### src/hw/rtl/piecewise_linear_color_ramp_defines.svh
// assertion macros used by the top level of the colour ramp rtl
`ifndef PIECEWISE_LINEAR_COLOR_RAMP_DEFINES_SVH
`define PIECEWISE_LINEAR_COLOR_RAMP_DEFINES_SVH

`ifndef SYNTHESIS
// antecedent and consequent in the same cycle
`define PLCR_ASSERT_SAME(label, clk, rst, ante, cons) \
  label: assert property (@(posedge clk) disable iff (rst) (ante) |-> (cons)) \
    else $error("plcr: same-cycle check failed");
// consequent in the cycle after the antecedent
`define PLCR_ASSERT_NEXT(label, clk, rst, ante, cons) \
  label: assert property (@(posedge clk) disable iff (rst) (ante) |=> (cons)) \
    else $error("plcr: next-cycle check failed");
`else
`define PLCR_ASSERT_SAME(label, clk, rst, ante, cons)
`define PLCR_ASSERT_NEXT(label, clk, rst, ante, cons)
`endif

`endif

### src/hw/rtl/plcr_pkg.sv
// shared constants, types and controller codes of the colour ramp
`timescale 1ns / 1ps
`default_nettype none

package plcr_pkg;

  localparam int MAX_POINTS  = 16;
  localparam int MIN_POINTS  = 2;
  localparam int SLOT_W      = $clog2(MAX_POINTS);
  localparam int POS_W       = 8;
  localparam int CHAN_W      = 8;
  localparam int NUM_LANES   = 3;
  localparam int COLOR_W     = NUM_LANES * CHAN_W;
  localparam int ENTRY_W     = POS_W + COLOR_W;
  localparam int COUNT_W     = 5;
  localparam int CNT_CMP_W   = (COUNT_W > SLOT_W + 1) ? COUNT_W : SLOT_W + 1;
  localparam int PROD_W      = (POS_W + 1) + (CHAN_W + 1);
  localparam int PROD_MAG_W  = POS_W + CHAN_W;
  localparam int DIV_STEPS   = PROD_MAG_W;
  localparam int STEP_W      = $clog2(DIV_STEPS);

  localparam logic KIND_WRITE = 1'b0;
  localparam logic KIND_MAP   = 1'b1;

  typedef enum logic [3:0] {
    S_IDLE,
    S_SRCH_RD,
    S_SRCH_CMP,
    S_BASE_RD,
    S_BASE_CAP,
    S_MUL,
    S_DIV,
    S_FIX,
    S_OUT
  } state_t;

  typedef struct packed {
    logic store_point;
    logic start_map;
    logic rd_next;
    logic rd_base;
    logic seg_inc;
    logic take_end;
    logic take_base;
    logic mul;
    logic div_step;
    logic fix;
    logic out_load;
  } cmd_t;

  typedef struct packed {
    logic advance;
  } sts_t;

endpackage

`default_nettype wire

### src/hw/rtl/plcr_ctrl.sv
// sequencer of the colour ramp: search, multiply, divide, output
`timescale 1ns / 1ps
`default_nettype none

module plcr_ctrl (
  input  logic          clk,
  input  logic          rst,
  input  logic          in_valid,
  output logic          in_ready,
  input  logic          kind,
  output logic          out_valid,
  input  logic          out_ready,
  input  plcr_pkg::sts_t sts,
  output plcr_pkg::cmd_t cmd
);
  import plcr_pkg::*;

  localparam logic [STEP_W-1:0] LAST_STEP = STEP_W'(DIV_STEPS - 1);

  state_t            state;
  state_t            state_next;
  logic [STEP_W-1:0] cnt;
  logic [STEP_W-1:0] cnt_next;
  logic              out_free;
  logic              out_valid_next;

  assign out_free = !out_valid || out_ready;

  always_ff @(posedge clk) begin
    if (rst) begin
      state     <= S_IDLE;
      cnt       <= '0;
      out_valid <= 1'b0;
    end else begin
      state     <= state_next;
      cnt       <= cnt_next;
      out_valid <= out_valid_next;
    end
  end

  assign cnt_next       = (state == S_DIV) ? cnt + 1'b1 : '0;
  assign out_valid_next = cmd.out_load ? 1'b1 : (out_ready ? 1'b0 : out_valid);

  // next state
  always_comb begin
    state_next = state;
    case (state)
      S_IDLE: begin
        if (in_valid && kind == KIND_MAP) state_next = S_SRCH_RD;
      end
      S_SRCH_RD:  state_next = S_SRCH_CMP;
      S_SRCH_CMP: state_next = sts.advance ? S_SRCH_RD : S_BASE_RD;
      S_BASE_RD:  state_next = S_BASE_CAP;
      S_BASE_CAP: state_next = S_MUL;
      S_MUL:      state_next = S_DIV;
      S_DIV: begin
        if (cnt == LAST_STEP) state_next = S_FIX;
      end
      S_FIX:      state_next = S_OUT;
      S_OUT: begin
        if (out_free) state_next = S_IDLE;
      end
      default:    state_next = S_IDLE;
    endcase
  end

  // commands
  always_comb begin
    cmd      = '0;
    in_ready = 1'b0;
    case (state)
      S_IDLE: begin
        in_ready        = 1'b1;
        cmd.store_point = in_valid && kind == KIND_WRITE;
        cmd.start_map   = in_valid && kind == KIND_MAP;
      end
      S_SRCH_RD:  cmd.rd_next = 1'b1;
      S_SRCH_CMP: begin
        cmd.seg_inc  = sts.advance;
        cmd.take_end = !sts.advance;
      end
      S_BASE_RD:  cmd.rd_base   = 1'b1;
      S_BASE_CAP: cmd.take_base = 1'b1;
      S_MUL:      cmd.mul       = 1'b1;
      S_DIV:      cmd.div_step  = 1'b1;
      S_FIX:      cmd.fix       = 1'b1;
      S_OUT:      cmd.out_load  = out_free;
      default:    cmd           = '0;
    endcase
  end

endmodule

`default_nettype wire

### src/hw/rtl/plcr_dp.sv
// datapath of the colour ramp: point table, segment search, three divider lanes
`timescale 1ns / 1ps
`default_nettype none

module plcr_dp (
  input  logic                             clk,
  input  logic                             rst,
  input  plcr_pkg::cmd_t                   cmd,
  output plcr_pkg::sts_t                   sts,
  input  logic                             cfg_we,
  input  logic [plcr_pkg::COUNT_W-1:0]     cfg_data,
  input  logic [plcr_pkg::SLOT_W-1:0]      point_slot,
  input  logic [plcr_pkg::POS_W-1:0]       point_position,
  input  logic [plcr_pkg::CHAN_W-1:0]      point_red,
  input  logic [plcr_pkg::CHAN_W-1:0]      point_green,
  input  logic [plcr_pkg::CHAN_W-1:0]      point_blue,
  input  logic [plcr_pkg::POS_W-1:0]       value,
  output logic [plcr_pkg::CHAN_W-1:0]      red,
  output logic [plcr_pkg::CHAN_W-1:0]      green,
  output logic [plcr_pkg::CHAN_W-1:0]      blue
);
  import plcr_pkg::*;

  logic [COUNT_W-1:0]          point_count;
  logic [ENTRY_W-1:0]          mem [MAX_POINTS];
  logic [ENTRY_W-1:0]          rd_data;
  logic [SLOT_W-1:0]           rd_addr;
  logic [POS_W-1:0]            value_r;
  logic [SLOT_W-1:0]           seg;
  logic [POS_W-1:0]            t0;
  logic [POS_W-1:0]            t1;
  logic [COLOR_W-1:0]          c0;
  logic [COLOR_W-1:0]          c1;
  logic [POS_W-1:0]            den_mag;
  logic                        den_zero;
  logic signed [POS_W:0]       num;
  logic signed [POS_W:0]       den;
  logic [POS_W:0]              den_abs;
  logic [CNT_CMP_W-1:0]        pc_ext;
  logic [CNT_CMP_W-1:0]        n_eff;
  logic [CNT_CMP_W-1:0]        seg_end;
  logic [NUM_LANES*CHAN_W-1:0] res_all;

  always_ff @(posedge clk) begin
    if (rst) begin
      point_count <= COUNT_W'(MIN_POINTS);
    end else if (cfg_we) begin
      point_count <= cfg_data;
    end
  end

  // point table
  assign rd_addr = cmd.rd_next ? seg + 1'b1 : seg;

  always_ff @(posedge clk) begin
    if (cmd.store_point) begin
      mem[point_slot] <= {point_position, point_red, point_green, point_blue};
    end
    if (cmd.rd_next || cmd.rd_base) begin
      rd_data <= mem[rd_addr];
    end
  end

  // segment search
  assign pc_ext  = CNT_CMP_W'(point_count);
  assign n_eff   = (pc_ext < CNT_CMP_W'(MIN_POINTS)) ? CNT_CMP_W'(MIN_POINTS) :
                   (pc_ext > CNT_CMP_W'(MAX_POINTS)) ? CNT_CMP_W'(MAX_POINTS) : pc_ext;
  assign seg_end = CNT_CMP_W'(seg) + CNT_CMP_W'(2);
  assign sts.advance = (seg_end < n_eff) && (rd_data[ENTRY_W-1 -: POS_W] < value_r);

  always_ff @(posedge clk) begin
    if (cmd.start_map) begin
      value_r <= value;
      seg     <= '0;
    end else if (cmd.seg_inc) begin
      seg     <= seg + 1'b1;
    end
    if (cmd.take_end) begin
      t1 <= rd_data[ENTRY_W-1 -: POS_W];
      c1 <= rd_data[COLOR_W-1:0];
    end
    if (cmd.take_base) begin
      t0 <= rd_data[ENTRY_W-1 -: POS_W];
      c0 <= rd_data[COLOR_W-1:0];
    end
  end

  assign num     = $signed({1'b0, value_r}) - $signed({1'b0, t0});
  assign den     = $signed({1'b0, t1}) - $signed({1'b0, t0});
  assign den_abs = den[POS_W] ? -den : den;

  always_ff @(posedge clk) begin
    if (cmd.mul) begin
      den_mag  <= den_abs[POS_W-1:0];
      den_zero <= (t1 == t0);
    end
  end

  // one multiply and restoring divide lane per channel, red first
  for (genvar g = 0; g < NUM_LANES; g++) begin : g_lane
    logic [CHAN_W-1:0]        base;
    logic [CHAN_W-1:0]        top;
    logic signed [CHAN_W:0]   diff;
    logic signed [PROD_W-1:0] prod;
    logic [PROD_W-1:0]        prod_abs;
    logic                     q_neg;
    logic [CHAN_W-1:0]        rem;
    logic [PROD_MAG_W-1:0]    quo;
    logic [CHAN_W:0]          sh;
    logic [CHAN_W:0]          sub;
    logic                     ge;
    logic signed [PROD_W-1:0] off;
    logic signed [PROD_W-1:0] sum;
    logic [CHAN_W-1:0]        res;

    assign base     = c0[COLOR_W-1-g*CHAN_W -: CHAN_W];
    assign top      = c1[COLOR_W-1-g*CHAN_W -: CHAN_W];
    assign diff     = $signed({1'b0, top}) - $signed({1'b0, base});
    assign prod     = PROD_W'(num) * PROD_W'(diff);
    assign prod_abs = prod[PROD_W-1] ? -prod : prod;

    assign sh  = {rem, quo[PROD_MAG_W-1]};
    assign sub = sh - {1'b0, den_mag};
    assign ge  = sh >= {1'b0, den_mag};

    assign off = den_zero ? '0 :
                 q_neg    ? -$signed({{(PROD_W-PROD_MAG_W){1'b0}}, quo}) :
                            $signed({{(PROD_W-PROD_MAG_W){1'b0}}, quo});
    assign sum = $signed({{(PROD_W-CHAN_W){1'b0}}, base}) + off;

    always_ff @(posedge clk) begin
      if (cmd.mul) begin
        quo   <= prod_abs[PROD_MAG_W-1:0];
        rem   <= '0;
        q_neg <= prod[PROD_W-1] ^ den[POS_W];
      end else if (cmd.div_step) begin
        if (ge) begin
          rem <= sub[CHAN_W-1:0];
          quo <= {quo[PROD_MAG_W-2:0], 1'b1};
        end else begin
          rem <= sh[CHAN_W-1:0];
          quo <= {quo[PROD_MAG_W-2:0], 1'b0};
        end
      end
      if (cmd.fix) begin
        if (sum[PROD_W-1]) begin
          res <= '0;
        end else if (sum > $signed(PROD_W'((1 << CHAN_W) - 1))) begin
          res <= '1;
        end else begin
          res <= sum[CHAN_W-1:0];
        end
      end
    end

    assign res_all[(NUM_LANES-1-g)*CHAN_W +: CHAN_W] = res;
  end

  // output register
  always_ff @(posedge clk) begin
    if (cmd.out_load) begin
      red   <= res_all[3*CHAN_W-1 -: CHAN_W];
      green <= res_all[2*CHAN_W-1 -: CHAN_W];
      blue  <= res_all[CHAN_W-1:0];
    end
  end

endmodule

`default_nettype wire

### src/hw/rtl/piecewise_linear_color_ramp.sv
// top level of the piecewise linear colour ramp
//
//   channel   direction  handshake             payload
//   in        input      in_valid / in_ready   kind, point_slot, point_position,
//                                              point_red, point_green, point_blue, value
//   out       output     out_valid / out_ready red, green, blue
//   config    input      cfg_we                cfg_data (point_count)
//
// a write beat is stored in the cycle it is taken; a map beat holds the block through the
//   search (0..14 segments skipped), base read, multiply, divide, fix and output states
// the search reads one table entry per compare; three divider lanes then run 16 steps
// one beat at a time; a finished colour waits in the output register while the next is taken
// rst is synchronous; the point table is not cleared, point_count returns to two
`timescale 1ns / 1ps
`default_nettype none
`include "piecewise_linear_color_ramp_defines.svh"

module piecewise_linear_color_ramp (
  input  logic                         clk,
  input  logic                         rst,
  input  logic                         in_valid,
  output logic                         in_ready,
  input  logic                         kind,
  input  logic [plcr_pkg::SLOT_W-1:0]  point_slot,
  input  logic [plcr_pkg::POS_W-1:0]   point_position,
  input  logic [plcr_pkg::CHAN_W-1:0]  point_red,
  input  logic [plcr_pkg::CHAN_W-1:0]  point_green,
  input  logic [plcr_pkg::CHAN_W-1:0]  point_blue,
  input  logic [plcr_pkg::POS_W-1:0]   value,
  output logic                         out_valid,
  input  logic                         out_ready,
  output logic [plcr_pkg::CHAN_W-1:0]  red,
  output logic [plcr_pkg::CHAN_W-1:0]  green,
  output logic [plcr_pkg::CHAN_W-1:0]  blue,
  input  logic                         cfg_we,
  input  logic [plcr_pkg::COUNT_W-1:0] cfg_data
);
  import plcr_pkg::*;

  // command and status between sequencer and datapath
  cmd_t cmd;
  sts_t sts;

  // sequencer: owns the handshakes and the divide step count
  plcr_ctrl u_ctrl (
    .clk       (clk),
    .rst       (rst),
    .in_valid  (in_valid),
    .in_ready  (in_ready),
    .kind      (kind),
    .out_valid (out_valid),
    .out_ready (out_ready),
    .sts       (sts),
    .cmd       (cmd)
  );

  // datapath: table, search compare, multiply, divide and saturate per channel
  plcr_dp u_dp (
    .clk            (clk),
    .rst            (rst),
    .cmd            (cmd),
    .sts            (sts),
    .cfg_we         (cfg_we),
    .cfg_data       (cfg_data),
    .point_slot     (point_slot),
    .point_position (point_position),
    .point_red      (point_red),
    .point_green    (point_green),
    .point_blue     (point_blue),
    .value          (value),
    .red            (red),
    .green          (green),
    .blue           (blue)
  );

  // a map beat keeps the block busy for at least the next cycle
  `PLCR_ASSERT_NEXT(a_busy_after_map, clk, rst, in_valid && in_ready && kind == KIND_MAP, !in_ready)
  // the output register is only reloaded once its colour has gone
  `PLCR_ASSERT_SAME(a_load_when_free, clk, rst, cmd.out_load, !out_valid || out_ready)
  // a reload always presents a result
  `PLCR_ASSERT_NEXT(a_load_sets_valid, clk, rst, cmd.out_load, out_valid)
  // table writes happen only on an accepted write beat
  `PLCR_ASSERT_SAME(a_store_on_beat, clk, rst, cmd.store_point, in_valid && in_ready && kind == KIND_WRITE)

endmodule

`default_nettype wire

### config.mk
export PLATFORM = sky130hd
export DESIGN_NAME = piecewise_linear_color_ramp
export DESIGN_NICKNAME = d
export VERILOG_FILES = /design/src/hw/rtl/plcr_pkg.sv /design/src/hw/rtl/plcr_ctrl.sv /design/src/hw/rtl/plcr_dp.sv /design/src/hw/rtl/piecewise_linear_color_ramp.sv
export VERILOG_INCLUDE_DIRS = /design/src /design/src/hw/rtl
export SDC_FILE = /design/constraint.sdc
export NUM_CORES = 2
export LEC_CHECK = 0
export BUFFER_PORTS_ARGS = -buffer_cell sky130_fd_sc_hd__clkbuf_2
export CORE_ASPECT_RATIO = 0.6
export CORE_MARGIN = 4
export CORE_UTILIZATION = 50
export CTS_CLUSTER_SIZE = 12
export DETAILED_ROUTE_END_ITERATION = 10
export PLACE_DENSITY = 0.66
export SLEW_MARGIN = 10
export SYNTH_ARGS = -nofsm -noshare
export SYNTH_HDL_FRONTEND = slang
export SYNTH_SLANG_ARGS = --single-unit
### constraint.sdc
create_clock -name clk -period 8.8 [get_ports clk]
set_clock_uncertainty 0.1 [all_clocks]
set_input_delay 2.2 -clock clk [delete_from_list [all_inputs] [get_ports clk]]
set_output_delay 2.2 -clock clk [all_outputs]
set_load 0.01 [all_outputs]
==> results summary <==
The flow ran to the end, and the final reports show no timing, DRC or antenna violations. The antenna diode count is 0. The synthesized netlist net count came out at between 3000 and 4000. The sequential share of power came out at 0.240. The tightest min-delay check is of the reg -> reg type. Among all cell types in the netlist, the one instantiated most often is sky130_fd_sc_hd__edfxtp_1.

The total of flip-flops plus latches after synthesis is 766. The total length of routed wires came out at 105000 um. The detailed-route DRC error count is 0. Detailed placement finished with a half-perimeter wire length of 71900 um. The TritonCTS sink count came out at approximately 770. The final max-slew violation count is 0. The quantity of gates resized following cts is 0.

Of the post-synthesis cell area, the dominant cell type holds 0.493. The count of H-tree levels built during CTS is 3. The proportion of register bits with asynchronous set or reset after synthesis is 0.

The share of layout cells above drive strength 1 is 0.141. The count of port buffers added during placement is 80. The starting density of the core is 0.504. TritonCTS built the clock tree.

The kind of capture point of the worst setup path is a register. The global-route usage over all layers came out at 0.229. The net switching power is 7.07 mW. The row count came out at 84. The buffering stage count on the worst path with inverters included is 5. The number of global-route vias before repair is approximately 28000.

Across all layers, the routed design uses 27035 vias. The initial antenna violation count came out at 3. The pin count of the biggest net entering global routing is 129.

The number of detailed-routing iterations run before antenna repair is 6. Yosys mapped a number of flops with a built-in enable equal to between 700 and 800. The final total negative setup slack is 0 ns.

The number of different library cells used by synthesis comes to 90. The share of total power dissipated in the clock network is 0.174. The internal portion of the total power is 10.1 mW. For the worst setup path, the data required time is approximately 9 ns. The net count reported at finish is slightly below 4000.

Grouping stages by cell kind, the critical path spends the most delay in compound AO/OA/AOI/OAI gates. The count of yosys warnings during synthesis came out at 0. The sum of overflow across all layers after global routing came out at 0. Among all flip-flop cells after synthesis, the most frequent one is sky130_fd_sc_hd__edfxtp_1.

Measured along the y axis, the die boundary spans 238 um. The sequential fraction of the synthesis area is 0.512. In the finished design, the share of the clock period the worst path needs comes to 0.939.

The reported max-cap violation count came out at 0. The number of nets with antenna violations after routing is 0. The synthesis-to-finish area growth is 9.96%. A synthesized cell averages around 14 um2. The number of fillers in the final layout came out at 7050.

Buffers inserted to repair hold after CTS numbered 0. sky130_fd_sc_hd__edfxtp_1 takes more of the synthesized area than any other cell. In this run the cell area measured after placement is ~0.046 mm2.

The number of DRC markers in iteration 0 is around 2700. The first-pass GRT wire length is 163000 um. The synthesized instance count came out at 3263. The final instance area is 0.0485 mm2.

Of the total power, the share spent switching nets is 0.411. CTS placed an instance of sky130_fd_sc_hd__clkbuf_16 at the clock tree root. The count of endpoints failing setup in the final report came out at 0. In this run the horizontal extent of the chip is 391 um.

Among the stages of the critical path, the cell type that occurs most often is sky130_fd_sc_hd__fa_1. The normalized max-slew margin is 0.170. STA puts the critical path data arrival time at 8.54 ns. Among all stages on the critical path, the largest delay is contributed by sky130_fd_sc_hd__fa_1.

After clock tree synthesis, the clock-pin slew on the worst setup and hold paths is 0.06 ns. Static timing analysis puts the maximum clock frequency at 121 MHz. The largest incremental delay on the critical path is 0.56 ns. The weighted congestion reported at the end of routability-driven placement is roughly 0.89. In the synthesized netlist, the cells that appear most often are sky130_fd_sc_hd__edfxtp_1, sky130_fd_sc_hd__inv_1, sky130_fd_sc_hd__nor2_1.

Post-CTS timing repair inserted 0 buffers for setup. The leakage power figure came out at 18.6 nW. The kind of launch point of the worst setup path is a register. Of all nets on the critical path, the largest fanout is 13.

The number of hold-slack violations in the final timing report is 0. The largest vdd supply drop is roughly 0.45 mV. The worst-skew pair later-pin latency came out at 0.64 ns.

Setup repair after global routing left no endpoint under its margin. For this design the ratio of total power to cell area is 355 mW/mm2. After synthesis, the cell types taking the most area are sky130_fd_sc_hd__edfxtp_1, sky130_fd_sc_hd__fa_1, sky130_fd_sc_hd__mux4_2. In the routed layout, each cell is associated on average with a via count of around 5.9. The final critical-path required period came out at 8.26 ns. The critical path is of the reg -> reg type. After floorplanning, the core was sized to cover around 0.087 mm2. The number of buffers added by the clock tree synthesis step came out at 77. The total standard cell area after synthesis is 0.0441 mm2. The detail-routed net length per standard cell is 22.9 um. The combinational cell fraction of total power is 0.585.

The clock passes through at most 3 buffers. For the pin with the worst max-slew slack, the measured transition is 1.24 ns. The floorplan step defined a die boundary enclosing 0.0931 mm2. The I/O pin count is 81.
## final timing paths
check / start / to / slack (ns) / cells past startpoint
worst min-delay path: u_dp.g_lane[2].res[0] / u_dp.blue[0] / 0.32 / 0
worst min register to register: u_dp.g_lane[2].res[0] / u_dp.blue[0] / 0.32 / 0
worst max-delay path: u_dp.t0[1] / u_dp.g_lane[1].quo[13] / 0.54 / 28
worst max register to register: u_dp.t0[1] / u_dp.g_lane[1].quo[13] / 0.54 / 28
## power by group through the flow
stage | Clock (mW) | Sequential [mW] | Combinational (mW)
after floorplan | 0 | 4.19 | 7.74
after global placement | 0 | 4.21 | 9.75
after detailed placement | 0 | 4.21 | 9.93
after CTS | 3.07 | 4.13 | 10.1
after global routing | 3.23 | 4.14 | 11.4
final | 3.00 | 4.13 | 10.1
## metal layers
| layer | global-route usage | part of all wire | up-vias |
|---|---|---|---|
| met5 | 0 | 0.00012 | - |
| met4 | 0.0738 | 0.033 | 2 |
| met3 | 0.0675 | 0.099 | 166 |
| met2 | 0.321 | 0.42 | 1068 |
| met1 | 0.345 | 0.45 | 13673 |
| li1 | - | - | 12126 |
## per-stage QoR
stage	util	total power, mW	cells	setup WS (ns)	hold slack [ns]
after global placement	0.529	14.0	4461	0.557	0.304
after global routing	0.554	18.8	4569	0.00575	0.324
after CTS	0.554	17.3	4569	0.327	0.320
after floorplan	-	11.9	3263	0.853	0.300
after detailed placement	0.529	14.1	4461	0.437	0.305
final	0.554	17.2	4569	0.535	0.317
## cell type report
type / count / area [um2] / share of cell area
clock buffer: 92 / 2000 / 0.0414
sequential: 766 / 22600 / 0.466
inverter: 315 / 1180 / 0.0244
timing repair buffer: 148 / 936 / 0.0193
tap: 1161 / 1450 / 0.0300
clock inverter: 16 / 216 / 0.00447
multi-input combinational: 2071 / 20100 / 0.415
## sequential cells by signal, indices dropped and copies added (netlist names)
name,count
u_dp.seg,4
u_dp.mem,512
u_dp.den_zero,1
u_dp.c1,24
u_dp.value_r,8
u_dp.red,8
u_dp.g_lane.quo,48
u_dp.rd_data,32
u_dp.pc_ext,5
u_dp.green,8
u_ctrl.state,4
u_dp.t1,8
u_dp.den_mag,8
u_dp.g_lane.q_neg,3
u_dp.c0,24
u_ctrl.out_valid,1
u_dp.g_lane.res,24
u_dp.t0,8
u_ctrl.cnt,4
u_dp.blue,8
u_dp.g_lane.rem,24
## cell usage in the layout, fill, tap and decap left out, drive strengths merged, types with 8 or more instances in the layout
cell type and n:
edfxtp 724, inv 317, nor2 237, ha 226, fa 221, nand2 181, clkbuf 172, mux4 160
o21ai 144, xnor2 107, xor2 78, a21oi 73, nand2b 71, buf 68, a21o 45, nor3 44
dfxtp 42, mux2i 38, nor2b 32, or3 31, o21a 30, nand3 27, or2 21, nor4 20
or4 19, a211oi 19, o31ai 18, nand4 18, a21boi 17, and2 17, a31oi 15, nor3b 15
o211ai 14, o41ai 12, clkinv 12, and3 9, nand3b 9, o21bai 8, a22oi 8, mux2 8
## cells by family after synthesis
family | after synthesis | synth area share
buffers and inverters | 426 | 0.0367
muxes | 206 | 0.0925
DFF | 766 | 0.512
AOI/OAI and AO/OA | 460 | 0.0695
and+or+nand+nor | 773 | 0.0876
adders and majority gates | 447 | 0.165
xor gates and xnor gates | 185 | 0.0368
(Power assumes the default switching activity.)
